File: src/sv/aphp_pkg.sv
// ---------------------------------------------------------------------------
// APDU header parser package
// Shared types, result codes and PDU type numbers for the header parser.
// ---------------------------------------------------------------------------
`default_nettype none

package aphp_pkg;

  typedef enum logic [1:0] {
    MODE_HEADER  = 2'd0,
    MODE_PAYLOAD = 2'd1,
    MODE_DROP    = 2'd2
  } mode_t;

  typedef enum logic [2:0] {
    ROLE_CODES  = 3'd0,
    ROLE_INVOKE = 3'd1,
    ROLE_SEQ    = 3'd2,
    ROLE_WIN    = 3'd3,
    ROLE_SVC    = 3'd4
  } role_t;

  localparam logic [1:0] KIND_HEADER    = 2'd0;
  localparam logic [1:0] KIND_PAYLOAD   = 2'd1;
  localparam logic [1:0] KIND_TRUNCATED = 2'd2;
  localparam logic [1:0] KIND_UNKNOWN   = 2'd3;

  localparam logic [3:0] PDU_CONF_REQ   = 4'd0;
  localparam logic [3:0] PDU_UNCONF_REQ = 4'd1;
  localparam logic [3:0] PDU_CPLX_ACK   = 4'd3;
  localparam logic [3:0] PDU_SEG_ACK    = 4'd4;
  localparam logic [3:0] PDU_ERROR      = 4'd5;
  localparam logic [3:0] PDU_ABORT      = 4'd7;

  localparam logic [3:0] FLAG_SEG = 4'h8;

  typedef struct packed {
    logic [1:0] kind;
    logic [3:0] pdu_type;
    logic [3:0] flags;
    logic [2:0] max_segs_code;
    logic [3:0] max_resp_code;
    logic [7:0] invoke_id;
    logic [7:0] seq_number;
    logic [7:0] window_size;
    logic [7:0] service_or_reason;
    logic [7:0] payload_byte;
    logic       last;
  } res_t;

  typedef struct packed {
    logic       valid;
    logic [7:0] data;
    logic       last;
  } word_t;

  function automatic logic [3:0] flag_mask(input logic [3:0] pdu);
    logic [3:0] m;
    case (pdu)
      PDU_CONF_REQ: m = 4'hE;
      PDU_CPLX_ACK: m = 4'hC;
      PDU_SEG_ACK:  m = 4'h3;
      PDU_ABORT:    m = 4'h1;
      default:      m = 4'h0;
    endcase
    return m;
  endfunction

endpackage

`default_nettype wire

File: src/sv/apdu_header_parser_top.sv
// ---------------------------------------------------------------------------
// BACnet APDU header parser
// Decodes the header of a BACnet APDU presented one octet per word.
//
// The input channel carries one octet per word in in_byte, with in_last_byte
// marking the final octet of the APDU. The output channel gives at most one
// result word per input word: a header, a passed-through payload octet, a
// truncated header or an unknown type report, selected by out_kind.
// A word is accepted at a rising edge where valid is high and stall is low.
// One word is accepted every cycle when the receiver does not stall. A result
// passes through the input register and then the result register on its way
// to the output. The parser state advances once per accepted octet.
// When the receiver stalls, the result register holds its word, the parser
// stops, and in_stall rises once the input register is also occupied.
// Synchronous reset empties both registers and returns the parser to the
// first octet of a new APDU with all held header fields zero.
// ---------------------------------------------------------------------------
`default_nettype none

module apdu_header_parser_top (
  input  wire logic       clk,
  input  wire logic       rst_n,
  input  wire logic       in_valid,
  output logic            in_stall,
  input  wire logic [7:0] in_byte,
  input  wire logic       in_last_byte,
  output logic            out_valid,
  input  wire logic       out_stall,
  output logic [1:0]      out_kind,
  output logic [3:0]      out_pdu_type,
  output logic [3:0]      out_flags,
  output logic [2:0]      out_max_segs_code,
  output logic [3:0]      out_max_resp_code,
  output logic [7:0]      out_invoke_id,
  output logic [7:0]      out_seq_number,
  output logic [7:0]      out_window_size,
  output logic [7:0]      out_service_or_reason,
  output logic [7:0]      out_payload_byte,
  output logic            out_last
);
  import aphp_pkg::*;

  word_t word;
  logic  load_ok;
  logic  fire;
  logic  res_valid;
  res_t  res;
  res_t  out_res;

  assign fire = word.valid && load_ok;

  aphp_in_reg u_in_reg (
    .clk          (clk),
    .rst_n        (rst_n),
    .in_valid     (in_valid),
    .in_byte      (in_byte),
    .in_last_byte (in_last_byte),
    .advance      (load_ok),
    .in_stall     (in_stall),
    .word         (word)
  );

  aphp_parser u_parser (
    .clk       (clk),
    .rst_n     (rst_n),
    .fire      (fire),
    .word      (word),
    .res_valid (res_valid),
    .res       (res)
  );

  aphp_out_reg u_out_reg (
    .clk       (clk),
    .rst_n     (rst_n),
    .fire      (fire),
    .res_valid (res_valid),
    .res       (res),
    .out_stall (out_stall),
    .load_ok   (load_ok),
    .out_valid (out_valid),
    .out_res   (out_res)
  );

  assign out_kind              = out_res.kind;
  assign out_pdu_type          = out_res.pdu_type;
  assign out_flags             = out_res.flags;
  assign out_max_segs_code     = out_res.max_segs_code;
  assign out_max_resp_code     = out_res.max_resp_code;
  assign out_invoke_id         = out_res.invoke_id;
  assign out_seq_number        = out_res.seq_number;
  assign out_window_size       = out_res.window_size;
  assign out_service_or_reason = out_res.service_or_reason;
  assign out_payload_byte      = out_res.payload_byte;
  assign out_last              = out_res.last;

endmodule

`default_nettype wire

File: src/sv/aphp_in_reg.sv
// ---------------------------------------------------------------------------
// APDU header parser input register
// Captures one input word and holds it while the result side is stalled.
// ---------------------------------------------------------------------------
`default_nettype none

module aphp_in_reg (
  input  wire logic          clk,
  input  wire logic          rst_n,
  input  wire logic          in_valid,
  input  wire logic [7:0]    in_byte,
  input  wire logic          in_last_byte,
  input  wire logic          advance,
  output logic               in_stall,
  output aphp_pkg::word_t    word
);
  import aphp_pkg::*;

  logic       valid_r;
  logic [7:0] data_r;
  logic       last_r;

  assign in_stall = valid_r && !advance;

  always_ff @(posedge clk) begin
    if (!rst_n) begin
      valid_r <= 1'b0;
    end else if (!in_stall) begin
      valid_r <= in_valid;
    end
  end

  always_ff @(posedge clk) begin
    if (!in_stall && in_valid) begin
      data_r <= in_byte;
      last_r <= in_last_byte;
    end
  end

  assign word = '{valid: valid_r, data: data_r, last: last_r};

endmodule

`default_nettype wire

File: src/sv/aphp_parser.sv
// ---------------------------------------------------------------------------
// APDU header parser core
// Holds the byte position and header fields and decodes one octet per cycle while not stalled.
// ---------------------------------------------------------------------------
`default_nettype none

module aphp_parser (
  input  wire logic          clk,
  input  wire logic          rst_n,
  input  wire logic          fire,
  input  wire aphp_pkg::word_t word,
  output logic               res_valid,
  output aphp_pkg::res_t     res
);
  import aphp_pkg::*;

  logic [2:0] pos_r,    pos_nxt;
  mode_t      mode_r,   mode_nxt;
  logic [3:0] type_r,   type_nxt;
  logic [3:0] flags_r,  flags_nxt;
  logic [2:0] segs_r,   segs_nxt;
  logic [3:0] resp_r,   resp_nxt;
  logic [7:0] invoke_r, invoke_nxt;
  logic [7:0] seq_r,    seq_nxt;
  logic [7:0] win_r,    win_nxt;

  role_t      role;
  logic       fin;
  logic       seg;
  logic [7:0] svc;
  logic [3:0] new_type;
  logic [3:0] u_flags;
  logic [2:0] u_segs;
  logic [3:0] u_resp;
  logic [7:0] u_invoke;
  logic [7:0] u_seq;
  logic [7:0] u_win;

  assign seg      = (flags_r & FLAG_SEG) != 4'h0;
  assign new_type = word.data[7:4];

  always_comb begin
    role = ROLE_SVC;
    fin  = 1'b0;
    case (type_r)
      PDU_CONF_REQ: begin
        if (pos_r == 3'd1) role = ROLE_CODES;
        else if (pos_r == 3'd2) role = ROLE_INVOKE;
        else if (seg && pos_r == 3'd3) role = ROLE_SEQ;
        else if (seg && pos_r == 3'd4) role = ROLE_WIN;
        else fin = 1'b1;
      end
      PDU_UNCONF_REQ: begin
        fin = 1'b1;
      end
      PDU_CPLX_ACK: begin
        if (pos_r == 3'd1) role = ROLE_INVOKE;
        else if (seg && pos_r == 3'd2) role = ROLE_SEQ;
        else if (seg && pos_r == 3'd3) role = ROLE_WIN;
        else fin = 1'b1;
      end
      PDU_SEG_ACK: begin
        if (pos_r == 3'd1) role = ROLE_INVOKE;
        else if (pos_r == 3'd2) role = ROLE_SEQ;
        else begin
          role = ROLE_WIN;
          fin  = 1'b1;
        end
      end
      default: begin
        if (pos_r == 3'd1) role = ROLE_INVOKE;
        else fin = 1'b1;
      end
    endcase
  end

  always_comb begin
    u_flags  = flags_r;
    u_segs   = segs_r;
    u_resp   = resp_r;
    u_invoke = invoke_r;
    u_seq    = seq_r;
    u_win    = win_r;
    svc      = 8'h00;
    case (role)
      ROLE_CODES: begin
        u_segs = word.data[6:4];
        u_resp = word.data[3:0];
      end
      ROLE_INVOKE: u_invoke = word.data;
      ROLE_SEQ:    u_seq    = word.data;
      ROLE_WIN:    u_win    = word.data;
      default:     svc      = word.data;
    endcase
  end

  always_comb begin
    pos_nxt    = pos_r;
    mode_nxt   = mode_r;
    type_nxt   = type_r;
    flags_nxt  = flags_r;
    segs_nxt   = segs_r;
    resp_nxt   = resp_r;
    invoke_nxt = invoke_r;
    seq_nxt    = seq_r;
    win_nxt    = win_r;
    res_valid  = 1'b0;
    res        = '0;
    res.last   = word.last;

    case (mode_r)
      MODE_PAYLOAD: begin
        res_valid        = 1'b1;
        res.kind         = KIND_PAYLOAD;
        res.pdu_type     = type_r;
        res.payload_byte = word.data;
      end
      MODE_DROP: begin
        res_valid = 1'b0;
      end
      default: begin
        if (pos_r == 3'd0) begin
          segs_nxt   = 3'd0;
          resp_nxt   = 4'd0;
          invoke_nxt = 8'h00;
          seq_nxt    = 8'h00;
          win_nxt    = 8'h00;
          if (new_type[3]) begin
            res_valid    = 1'b1;
            res.kind     = KIND_UNKNOWN;
            res.pdu_type = new_type;
            type_nxt     = new_type;
            flags_nxt    = 4'h0;
            mode_nxt     = MODE_DROP;
          end else begin
            type_nxt  = new_type;
            flags_nxt = word.data[3:0] & flag_mask(new_type);
            pos_nxt   = 3'd1;
            if (word.last) begin
              res_valid    = 1'b1;
              res.kind     = KIND_TRUNCATED;
              res.pdu_type = new_type;
              res.flags    = word.data[3:0] & flag_mask(new_type);
            end
          end
        end else begin
          segs_nxt   = u_segs;
          resp_nxt   = u_resp;
          invoke_nxt = u_invoke;
          seq_nxt    = u_seq;
          win_nxt    = u_win;
          pos_nxt    = pos_r + 3'd1;
          if (fin || word.last) begin
            res_valid         = 1'b1;
            res.kind          = fin ? KIND_HEADER : KIND_TRUNCATED;
            res.pdu_type      = type_r;
            res.flags         = u_flags;
            res.max_segs_code = u_segs;
            res.max_resp_code = u_resp;
            res.invoke_id     = u_invoke;
            res.seq_number    = u_seq;
            res.window_size   = u_win;
            res.service_or_reason = fin ? svc : 8'h00;
          end
          if (fin) begin
            pos_nxt = 3'd0;
            if (type_r == PDU_CONF_REQ || type_r == PDU_UNCONF_REQ ||
                type_r == PDU_CPLX_ACK || type_r == PDU_ERROR) begin
              mode_nxt = MODE_PAYLOAD;
            end else begin
              mode_nxt = MODE_DROP;
            end
          end
        end
      end
    endcase

    if (word.last) begin
      pos_nxt    = 3'd0;
      mode_nxt   = MODE_HEADER;
      type_nxt   = 4'd0;
      flags_nxt  = 4'd0;
      segs_nxt   = 3'd0;
      resp_nxt   = 4'd0;
      invoke_nxt = 8'h00;
      seq_nxt    = 8'h00;
      win_nxt    = 8'h00;
    end
  end

  always_ff @(posedge clk) begin
    if (!rst_n) begin
      pos_r    <= 3'd0;
      mode_r   <= MODE_HEADER;
      type_r   <= 4'd0;
      flags_r  <= 4'd0;
      segs_r   <= 3'd0;
      resp_r   <= 4'd0;
      invoke_r <= 8'h00;
      seq_r    <= 8'h00;
      win_r    <= 8'h00;
    end else if (fire) begin
      pos_r    <= pos_nxt;
      mode_r   <= mode_nxt;
      type_r   <= type_nxt;
      flags_r  <= flags_nxt;
      segs_r   <= segs_nxt;
      resp_r   <= resp_nxt;
      invoke_r <= invoke_nxt;
      seq_r    <= seq_nxt;
      win_r    <= win_nxt;
    end
  end

endmodule

`default_nettype wire

File: src/sv/aphp_out_reg.sv
// ---------------------------------------------------------------------------
// APDU header parser output register
// Holds one result word until the receiver takes it.
// ---------------------------------------------------------------------------
`default_nettype none

module aphp_out_reg (
  input  wire logic          clk,
  input  wire logic          rst_n,
  input  wire logic          fire,
  input  wire logic          res_valid,
  input  wire aphp_pkg::res_t res,
  input  wire logic          out_stall,
  output logic               load_ok,
  output logic               out_valid,
  output aphp_pkg::res_t     out_res
);
  import aphp_pkg::*;

  logic valid_r;
  res_t res_r;

  assign load_ok = !valid_r || !out_stall;

  always_ff @(posedge clk) begin
    if (!rst_n) begin
      valid_r <= 1'b0;
    end else if (load_ok) begin
      valid_r <= fire && res_valid;
    end
  end

  always_ff @(posedge clk) begin
    if (load_ok && fire && res_valid) begin
      res_r <= res;
    end
  end

  assign out_valid = valid_r;
  assign out_res   = res_r;

endmodule

`default_nettype wire

File: config.mk
export PLATFORM = sky130hd
export DESIGN_NAME = apdu_header_parser_top
export DESIGN_NICKNAME = d
export VERILOG_FILES = /design/src/sv/aphp_pkg.sv /design/src/sv/apdu_header_parser_top.sv /design/src/sv/aphp_in_reg.sv /design/src/sv/aphp_parser.sv /design/src/sv/aphp_out_reg.sv
export SDC_FILE = /design/constraint.sdc
export NUM_CORES = 1
export LEC_CHECK = 0
export BUFFER_PORTS_ARGS = -buffer_cell sky130_fd_sc_hd__buf_2
export CAP_MARGIN = 10
export CORE_UTILIZATION = 57
export DETAILED_ROUTE_END_ITERATION = 8
export PLACE_DENSITY = 0.78
export SYNTH_ARGS = -nofsm -noshare
export SYNTH_HDL_FRONTEND = slang
export SYNTH_SLANG_ARGS = --single-unit
File: constraint.sdc
create_clock -name clk -period 8.2 [get_ports clk]
set_clock_uncertainty 0.05 [all_clocks]
set_input_delay 0.82 -clock clk [delete_from_list [all_inputs] [get_ports clk]]
set_output_delay 0.82 -clock clk [all_outputs]
set_load 0.01 [all_outputs]
# --- After elaboration in Yosys (flattened, before gate mapping) ---
# Cells that the tools add are included.
word_totals:
  regBits: 113
  output_inout_bits: 60
  word_cells: 162
op_classes:
  n_addsub: 1
  n_eq_ne: 19
  mux: 82
  bitwise_logic: 4
  n_reduce_logical: 32
op_table:
  columns: ["operator", "n"]
  rows:
  - ["8-bit 2-to-1 mux", 14]
  - ["4-bit 2-to-1 mux", 19]
  - ["3-bit 2-to-1 mux", 18]
  - ["49-bit 2-to-1 mux", 1]
  - ["10-bit 2-to-1 mux", 2]
  - ["4-bit by 3-bit == test with 1-bit output (second input constant)", 4]
  - ["4-bit case mux with 4 select lines", 1]
  - ["1-bit 2-to-1 mux", 15]
  - ["2-bit 2-to-1 mux", 7]
  - ["3-bit by 2-bit == test with 1-bit output (second input constant)", 4]
  - ["3-bit case mux with 4 select lines", 1]
  - ["6-bit case mux with 2 select lines", 1]
  - ["1-bit logical AND", 9]
  - ["9-bit OR reduction", 1]
  - ["4-bit bitwise AND", 2]
  - ["4-bit by 2-bit == test with 1-bit output (second input constant)", 2]
  - ["4-bit zero test", 2]
  - ["4-bit OR reduction", 2]
  - ["3-bit by 1-bit == test with 1-bit output (second input constant)", 2]
  - ["3-bit zero test", 2]
  - ["6-bit 2-to-1 mux", 1]
  - ["3-bit != test (second input constant)", 2]
  - ["3-bit AND reduction", 2]
  - ["1-bit logical OR", 5]
  - ["other kinds (15)", 19]

# --- Longest topological paths before layout ---
# Gate-level depths: netlist (run 1).
logic_depth:
  ltp_word: 14
  ltp_mapped: 10

# --- Modules after synthesis ---
# From an unflattened synthesis (run 1), not the netlist that was laid out.
hier_totals:
  hier_cells: 459
  area_unflattened_um2: 5142.4
by_module_without_submodules:
  columns: ["mod", "n_inst", "cells_per_inst", "area_each_um2", "seq_area_each_um2"]
  rows:
  - ["aphp_parser", 1, 380, 3015.4, 880.8]
  - ["aphp_out_reg", 1, 63, 1788.0, 1761.7]
  - ["aphp_in_reg", 1, 15, 332.8, 290.3]
  - ["apdu_header_parser_top", 1, 1, 6.3, 0.0]

# --- Worst setup path after synthesis (run 1) ---
# Ideal clock, no wire load.
synth_timing:
  path_kind: "register -> register"
  from: "register u_parser.pos_r[0]"
  to: "register u_out_reg.res_r, in the netlist u_out_reg.out_res[0] (enable)"
  arrival_ns: 5.580
  t_required_ns: 7.596
  slack_ns: 2.016
  stages_incl_launch_ff: 8
  cell_sequence: "dfxtp_1 inv_1 ha_1 nor2b_1 o21a_1 o2111ai_2 a21oi_1 o21ai_0"
synth_via:
  elab_chain_len: 12
  elab_cells_between_ends: 24
  classes_between: "eq/ne (4); mux (14); reduce/logical (6)"
synth_lines:
  columns: ["item", "line", "rtl"]
  rows:
  - ["from (decl)", "aphp_parser.sv:17", "logic [2:0] pos_r, pos_nxt;"]
  - ["from (signal assigned)", "aphp_parser.sv:203", "pos_r <= pos_nxt;"]
  - ["3-bit == test", "aphp_parser.sv:50", "else if (seg && pos_r == 3'd4) role = ROLE_WIN;"]
  - ["1-bit logical AND", "aphp_parser.sv:50", null]
  - ["1-bit 2-to-1 mux", "aphp_parser.sv:50", null]
  - ["1-bit 2-to-1 mux", "aphp_parser.sv:49", "else if (seg && pos_r == 3'd3) role = ROLE_SEQ;"]
  - ["1-bit 2-to-1 mux", "aphp_parser.sv:48", "else if (pos_r == 3'd2) role = ROLE_INVOKE;"]
  - ["1-bit 2-to-1 mux", "aphp_parser.sv:47", "if (pos_r == 3'd1) role = ROLE_CODES;"]
  - ["1-bit case mux with 4 select lines", "aphp_parser.sv:45", "case (type_r)"]
  - ["1-bit logical OR", "aphp_parser.sv:153", "if (fin || word.last) begin"]
  - ["1-bit 2-to-1 mux", "aphp_parser.sv:153", null]
  - ["1-bit 2-to-1 mux (*)", "aphp_parser.sv:122", "if (pos_r == 3'd0) begin"]
  - ["1-bit case mux with 2 select lines (*)", "aphp_parser.sv:111", "case (mode_r)"]
  - ["1-bit logical AND (*)", "aphp_out_reg.sv:34", "if (load_ok && fire && res_valid) begin"]
  - ["to (signal assigned)", "aphp_out_reg.sv:35", "res_r <= res;"]
  - ["to (decl)", "aphp_out_reg.sv:21", "res_t res_r;"]
# Mark *: on every way between the ends. The rest lies on a longest branch, timed or not.
# A chain may end at the register's enable or synchronous reset.

# --- Worst setup path in the final report (run 1) ---
layout_timing:
  from: "register u_parser.pos_r[0]"
  to: "register u_out_reg.res_r, in the netlist u_out_reg.out_res[4] (enable)"
# Same word-level chain as after synthesis.

==> impl_metrics.env, run 1 <==
export IMPL_htreeDepth=4
export IMPL_track_usage_pct=25.2
export IMPL_worstHoldStart="u_parser.invoke_r[7]$_SDFFE_PN0P_"
export IMPL_grt_pass1_wl_um=16900
export IMPL_first_global_vias=3378
export IMPL_peakVddDrop_mv=0.152
export IMPL_hold_buffers=0
export IMPL_rsz0062_at_grt="false"
export IMPL_port_buffers=72
export IMPL_die_y_um=96.4
export IMPL_end_kind="flip-flop"
export IMPL_period_share_pct=38.7
export IMPL_mostFrequentLayoutCell="buf_2"
export IMPL_crit_fanout=51
export IMPL_start_util_pct=58.5
export IMPL_stdcell_area_um2=6060
export IMPL_ys_seq_area_share_pct=57.7
export IMPL_grt_remaining_overflow=0
export IMPL_fp_dieArea_um2=9290
export IMPL_fin_nets=535
export IMPL_firstDrtPassIters=6
export IMPL_finalMaxSlewViolations=0
export IMPL_finalSetupTns_ns=0
export IMPL_final_cell_mix="buf_2, edfxtp_1, nand2_1"
export IMPL_clk_path_buf_depth=2
export IMPL_numCtsBuffers=17
export IMPL_synth_main_ff_cell="edfxtp_1"
export IMPL_die_w_um=96.4
export IMPL_outcome="finished, final reports clean"
export IMPL_wl_per_cell_um=17.4
export IMPL_synth_fp_nets=470
export IMPL_setup_worst_path_class="reg2reg"
export IMPL_vias=3800
export IMPL_crit_path_start_kind="flip-flop"
export IMPL_r2r_worst_path_cells=8
export IMPL_clock_latency_ns=0.51
export IMPL_cp_arrival_ns=3.27
export IMPL_clkTransAtPathRegs_ns=0.06
export IMPL_crit_required_ns=8.29
export IMPL_final_layout_size_suffix_gt1_share_pct=25.4
export IMPL_setup_viol=0
export IMPL_cts_resized=0
export IMPL_cts_tree="done"
export IMPL_grt_max_degree=52
export IMPL_antenna_found_initial=0
export IMPL_cts_setup_buffers=0
export IMPL_hold_viol=0
export IMPL_syn_area_um2=5080
export IMPL_fill_cells=611
export IMPL_coreArea_um2=8680
export IMPL_hp_class="reg2reg"
export IMPL_synth_area_per_cell_um2=11.3
export IMPL_yosys_warnings=0
export IMPL_synth_distinct_cells=65
export IMPL_drt_iter0_drc=273
export IMPL_drc=0
export IMPL_routabilityCongestion=0.900
export IMPL_max_freq_mhz=315
export IMPL_cap_violations=0
export IMPL_period_minus_slack_ns=3.18
export IMPL_synth_seq_cells=113
export IMPL_fp_row_count=34
export IMPL_r2r_start="u_parser.pos_r[0]$_SDFFE_PN0P_"
export IMPL_slew_headroom_pct=44.2
export IMPL_hpwl_um=7020
export IMPL_cts_sinks=113
export IMPL_placed_cell_area_um2=5480
export IMPL_power_density_nw_per_um2=236
export IMPL_wirelength_um=11100
export IMPL_whs_path_depth=2
export IMPL_syn_inst=450
export IMPL_cts_root_buf="clkbuf_8"
export IMPL_crit_start="u_parser.pos_r[0]$_SDFFE_PN0P_"
export IMPL_synth_async_reset_ratio_pct=0
export IMPL_area_growth_syn_to_layout_pct=19.3
export IMPL_ant_nets=0
export IMPL_pin_count=73
export IMPL_synth_edff_count=67
export IMPL_worst_pin_slew_ns=0.828
export IMPL_vias_per_cell=5.97
export IMPL_leakage_nw=2.26
layout make-up:
cell class              count  area, um2  area share, %
well taps                 108        135           2.23
diodes                      1       2.50         0.0413
inverters                   9       33.8          0.558
repair buffers             76        390           6.44
flip-flops and latches    113       2930           48.4
clock inverters            15        159           2.62
multi-input cells         298       1990           32.9
clock buffers              17        414           6.83
through the flow:
stage          std cells  total power [mW]  setup slack (ns)  hold WS [ns]  util [%]
5_1_grt              636              1.47              4.74         0.418      69.8
3_3_place_gp         604             0.739              5.21         0.404      63.2
2_1_floorplan        450             0.712              2.02         0.392         -
3_5_place_dp         604             0.742              5.04         0.408      63.2
4_1_cts              636              1.44              5.02         0.418      69.8
6_report             637              1.43              5.02         0.420      69.8
registers in the layout, indices dropped and copies added, names as in the netlist:
register,count
u_parser.mode_r,2
u_parser.win_r,8
u_parser.resp_r,4
u_in_reg.data_r,8
u_out_reg.out_valid,1
u_parser.segs_r,3
u_parser.type_r,4
u_out_reg.out_res,58
u_parser.pos_r,3
u_parser.flags_r,4
u_in_reg.valid_r,1
u_in_reg.last_r,1
u_parser.invoke_r,8
u_parser.seq_r,8
critical path: stages, from the launching register on:
cell	delay, ns
dfxtp_1	0.34
inv_1	0.11
ha_1	0.22
nor2b_1	0.58
nor2_1	0.27
nand2_1	0.11
a21oi_1	0.15
o21ai_4	0.36
buf_4	0.58
synth_stat cells (2+ instances only):
cell type | number | area, um2
mux2i_1 | 17 | 170
buf_4 | 2 | 15.0
o21ai_1 | 2 | 10.0
nand3_1 | 22 | 110
or3_4 | 2 | 22.5
o2111ai_1 | 2 | 17.5
o22ai_2 | 7 | 87.6
a21oi_1 | 25 | 125
nor3b_1 | 4 | 30.0
a32o_1 | 4 | 40.0
o22ai_1 | 8 | 50.1
and2_1 | 18 | 113
clkbuf_1 | 20 | 75.1
nor2b_1 | 13 | 81.3
o21ai_0 | 10 | 50.1
edfxtp_1 | 67 | 2010
ha_1 | 7 | 87.6
nand2b_1 | 3 | 18.8
a21o_1 | 3 | 22.5
nand4_1 | 2 | 12.5
a21boi_0 | 2 | 15.0
buf_2 | 6 | 30.0
dfxtp_1 | 46 | 921
nor3_1 | 5 | 25.0
a22o_1 | 20 | 175
nor2_1 | 27 | 101
nand2_1 | 55 | 206
inv_1 | 9 | 33.8
o2bb2ai_1 | 2 | 17.5
o21bai_1 | 2 | 15.0
o21a_1 | 4 | 30.0
kinds of logic after synthesis:
| kind of cell | Yosys count | synth area share, % |
|---|---|---|
| AND/OR/NAND/NOR | 166 | 17.2 |
| flip-flops | 113 | 57.7 |
| AO/OA/AOI/OAI | 106 | 16.3 |
| buffers and inverters | 39 | 3.33 |
| multiplexers | 18 | 3.57 |
| adder cells (fa/ha/maj) | 7 | 1.72 |
| XOR/XNOR | 1 | 0.172 |
path summary, 6_finish.rpt:
| kind | slack (ns) | endpoint |
|---|---|---|
| min reg2reg | 0.42 | u_parser.invoke_r[7]$_SDFFE_PN0P_ |
| max reg2reg | 5.02 | u_out_reg.out_res[4]$_SDFFCE_PN0P_ |
| min | 0.42 | u_parser.invoke_r[7]$_SDFFE_PN0P_ |
| max | 5.02 | u_out_reg.out_res[4]$_SDFFCE_PN0P_ |
where the power goes:
group	internal, mW	leakage [nW]	switching, mW
combinational	0.0347	0.944	0.0616
sequential	0.617	1.05	0.0175
clock	0.434	0.275	0.266
total	1.09	2.26	0.345
routing by layer:
layer	global-route usage, %	part of all wire (%)	vias to the layer above
li1	-	-	1790
met1	33.0	42	1781
met2	40.6	47	202
met3	5.01	8.4	27
met4	11.6	2.3	0
met5	0	0	-
Note: power is estimated with default switching activity, not from simulation.
==> run 2: changes to the inputs <==
Settings changed: ABC_AREA set to 1, PLACE_DENSITY 0.78 to 0.77.
Clock period 8.2 ns to 3.3 ns, I/O delays scaled along.
==> run 2 against run 1 <==
Net effect: register-to-register slack lost 4.6 ns; maximum frequency up 12%; synthesized area increased by 5.0%; die area rose by 4.9%; worst hold slack worse by 0.38 ns; non-clock buffer count increased by 11; routed wire length increased by 16%; highest routed layer unchanged.
==> impl_metrics.env, run 2 <==
export IMPL_fin_nets=708
export IMPL_grt_remaining_overflow=0
export IMPL_hp_class="in2reg"
export IMPL_slowest_delay_ns=0.56
export IMPL_setup_slack_ns=0.454
export IMPL_synth_fp_nets=629
export IMPL_antenna_found_initial=0
export IMPL_area_growth_syn_to_layout_pct=19.4
export IMPL_cts_tree="done"
export IMPL_power_frac_seq_pct=43.3
export IMPL_yosysTopAreaCellShare_pct=37.7
export IMPL_synth_edff_count=67
export IMPL_dp_worst_setup_slack_ns=0.497
export IMPL_coreArea_um2=8890
export IMPL_finalSetupTns_ns=0
export IMPL_clkTransAtPathRegs_ns=0.06
export IMPL_crit_required_ns=3.48
export IMPL_synth_most_common_cell="nand2_1"
export IMPL_ant_nets=0
export IMPL_power_mw=3.72
export IMPL_synth_largest_area_cell="edfxtp_1"
export IMPL_peakVddDrop_mv=0.478
export IMPL_final_layout_size_suffix_gt1_share_pct=21.3
export IMPL_power_frac_clock_pct=43.7
export IMPL_cpMostUsedCell="nand2_1"
export IMPL_cts_setup_buffers=0
export IMPL_rsz0062_at_grt="false"
export IMPL_numCtsBuffers=17
export IMPL_cp_arrival_ns=3.03
export IMPL_drt_iter0_drc=310
export IMPL_cts_sinks=113
export IMPL_cap_violations=0
export IMPL_htreeDepth=4
export IMPL_slew_headroom_pct=58.4
export IMPL_hold_viol=0
export IMPL_synth_area_per_cell_um2=8.75
export IMPL_clock_latency_ns=0.51
export IMPL_setup_viol=0
export IMPL_largest_reg_flops=58
export IMPL_port_buffers=72
export IMPL_wl_per_cell_um=15.8
export IMPL_vias=4440
export IMPL_die_y_um=98.7
export IMPL_mostFrequentLayoutCell="nand2_1"
export IMPL_crit_fanout=31
export IMPL_routabilityCongestion=0.908
export IMPL_syn_inst=609
export IMPL_setup_worst_path_class="reg2reg"
export IMPL_crit_path_start_kind="flip-flop"
export IMPL_cts_root_buf="clkbuf_8"
export IMPL_start_util_pct=59.9
export IMPL_yosys_warnings=0
export IMPL_finalMaxSlewViolations=0
export IMPL_synth_main_ff_cell="edfxtp_1"
export IMPL_die_w_um=98.7
export IMPL_synth_common_cells="nand2_1, inv_1, edfxtp_1"
export IMPL_drc=0
export IMPL_synth_distinct_cells=33
export IMPL_vias_per_cell=5.50
export IMPL_leakage_nw=2.71
export IMPL_max_freq_mhz=351
export IMPL_path_cells="ha_1, ha_1, nand2_1, nand2_1, inv_1, nand2_1, nand3_1, nand2_1, nand3_2, nand2_2, nor2_1"
export IMPL_track_usage_pct=28.2
export IMPL_ys_seq_area_share_pct=55.0
export IMPL_syn_area_um2=5330
export IMPL_firstDrtPassIters=5
export IMPL_period_minus_slack_ns=2.85
export IMPL_synth_async_reset_ratio_pct=0
export IMPL_end_kind="flip-flop"
export IMPL_critPathSlowestCell="nand2_2"
export IMPL_power_density_nw_per_um2=584
export IMPL_synth_area_top_cells="edfxtp_1, dfxtp_1, nand2_1"
export IMPL_synth_seq_cells=113
export IMPL_grt_pass1_wl_um=20800
export IMPL_fp_row_count=34
export IMPL_fp_dieArea_um2=9740
export IMPL_first_global_vias=4198
export IMPL_clk_path_buf_depth=2
export IMPL_wirelength_um=12800
export IMPL_grt_max_degree=43
export IMPL_worst_pin_slew_ns=0.622
export IMPL_final_cell_mix="nand2_1, buf_2, inv_1"
export IMPL_hpwl_um=8300
export IMPL_outcome="finished, final reports clean"
export IMPL_antenna_cells=0
export IMPL_switchingPower_mw=1.01
export IMPL_internal_power_mw=2.71
export IMPL_switching_share_pct=27.0
export IMPL_pwr_share_comb_pct=13.0
export IMPL_pin_count=73
export IMPL_period_share_pct=86.2
[run 2: cell count changes after synthesis, sizes merged, moves of 15 or more]
cell,before,now
mux2i,17,0
o22ai,15,0
nand3,23,47
and2,18,0
a22o,20,0
nand2,56,154
inv,9,80
o211ai,0,18
a21oi,26,51
nor2,29,69
[run 2: timing repair]
action	4_1_cts	5_1_grt
resized for setup	0	0
hold buffers	9	0
hold endpoints to repair	9	0
[run 2: cell families (layout without fill, tap and decap cells)]
| group | count (synthesis) | in the layout | share of synthesized area [%] |
|---|---|---|---|
| flops | 113 | 113 | 55.0 |
| compound gates | 96 | 96 | 10.1 |
| buf+inv | 109 | 200 | 8.54 |
| fa+ha+maj | 7 | 7 | 1.64 |
| simple gates | 284 | 284 | 24.7 |
[run 2: area by class of cell]
class | count | area [um2]
fill | 666 | 2520
clock inverter | 10 | 90.1
inverter | 82 | 315
clock buffer | 21 | 439
multi-input combinational | 387 | 1950
sequential | 113 | 2930
tap | 108 | 135
timing repair buffer | 87 | 508
[run 2: stage by stage]
step	cells	hold slack, ns	area, um2	util, %
6_report	808	0.0430	6370	71.6
5_1_grt	808	0.0542	6370	71.6
4_1_cts	808	0.0314	6370	71.6
3_5_place_dp	768	0.406	5750	64.6
3_3_place_gp	768	0.401	5750	64.6
2_1_floorplan	609	0.371	5330	-
[run 2: worst max-delay path: cells and delay by family (launching register included)]
family | cells | cell delay (ns)
and+or+nand+nor | 8 | 1.72
DFF | 1 | 0.38
adders and majority gates | 2 | 0.36
buffers and inverters | 1 | 0.06
[run 2: power by group through the flow]
stage          Combinational, mW  Sequential [mW]  Clock [mW]
2_1_floorplan              0.323             1.65           0
3_3_place_gp               0.461             1.64           0
3_5_place_dp               0.469             1.64           0
4_1_cts                    0.481             1.61        1.64
5_1_grt                    0.538             1.62        1.70
6_report                   0.483             1.61        1.63
[run 2: per-layer routing]
metal	up-vias	wire (um)	global-route usage (%)
met5	-	0	0
met4	0	411	12.5
met3	34	952	6.67
met2	200	5970	45.7
met1	2047	5460	36.3
li1	2159	-	-
[run 2: path summary, 6_finish.rpt]
kind / slack, ns / end / cells past startpoint / startpoint
setup / recovery: 0.45 / u_out_reg.out_res[28]$_SDFFCE_PP0P_ / 11 / u_parser.pos_r[0]$_SDFFE_PN0P_
hold / removal: 0.04 / u_parser.mode_r[0]$_SDFFE_PN0P_ / 3 / rst_n
setup reg to reg: 0.45 / u_out_reg.out_res[28]$_SDFFCE_PP0P_ / 11 / u_parser.pos_r[0]$_SDFFE_PN0P_
hold reg to reg: 0.41 / u_parser.seq_r[5]$_SDFFE_PN0P_ / 2 / u_parser.seq_r[5]$_SDFFE_PN0P_
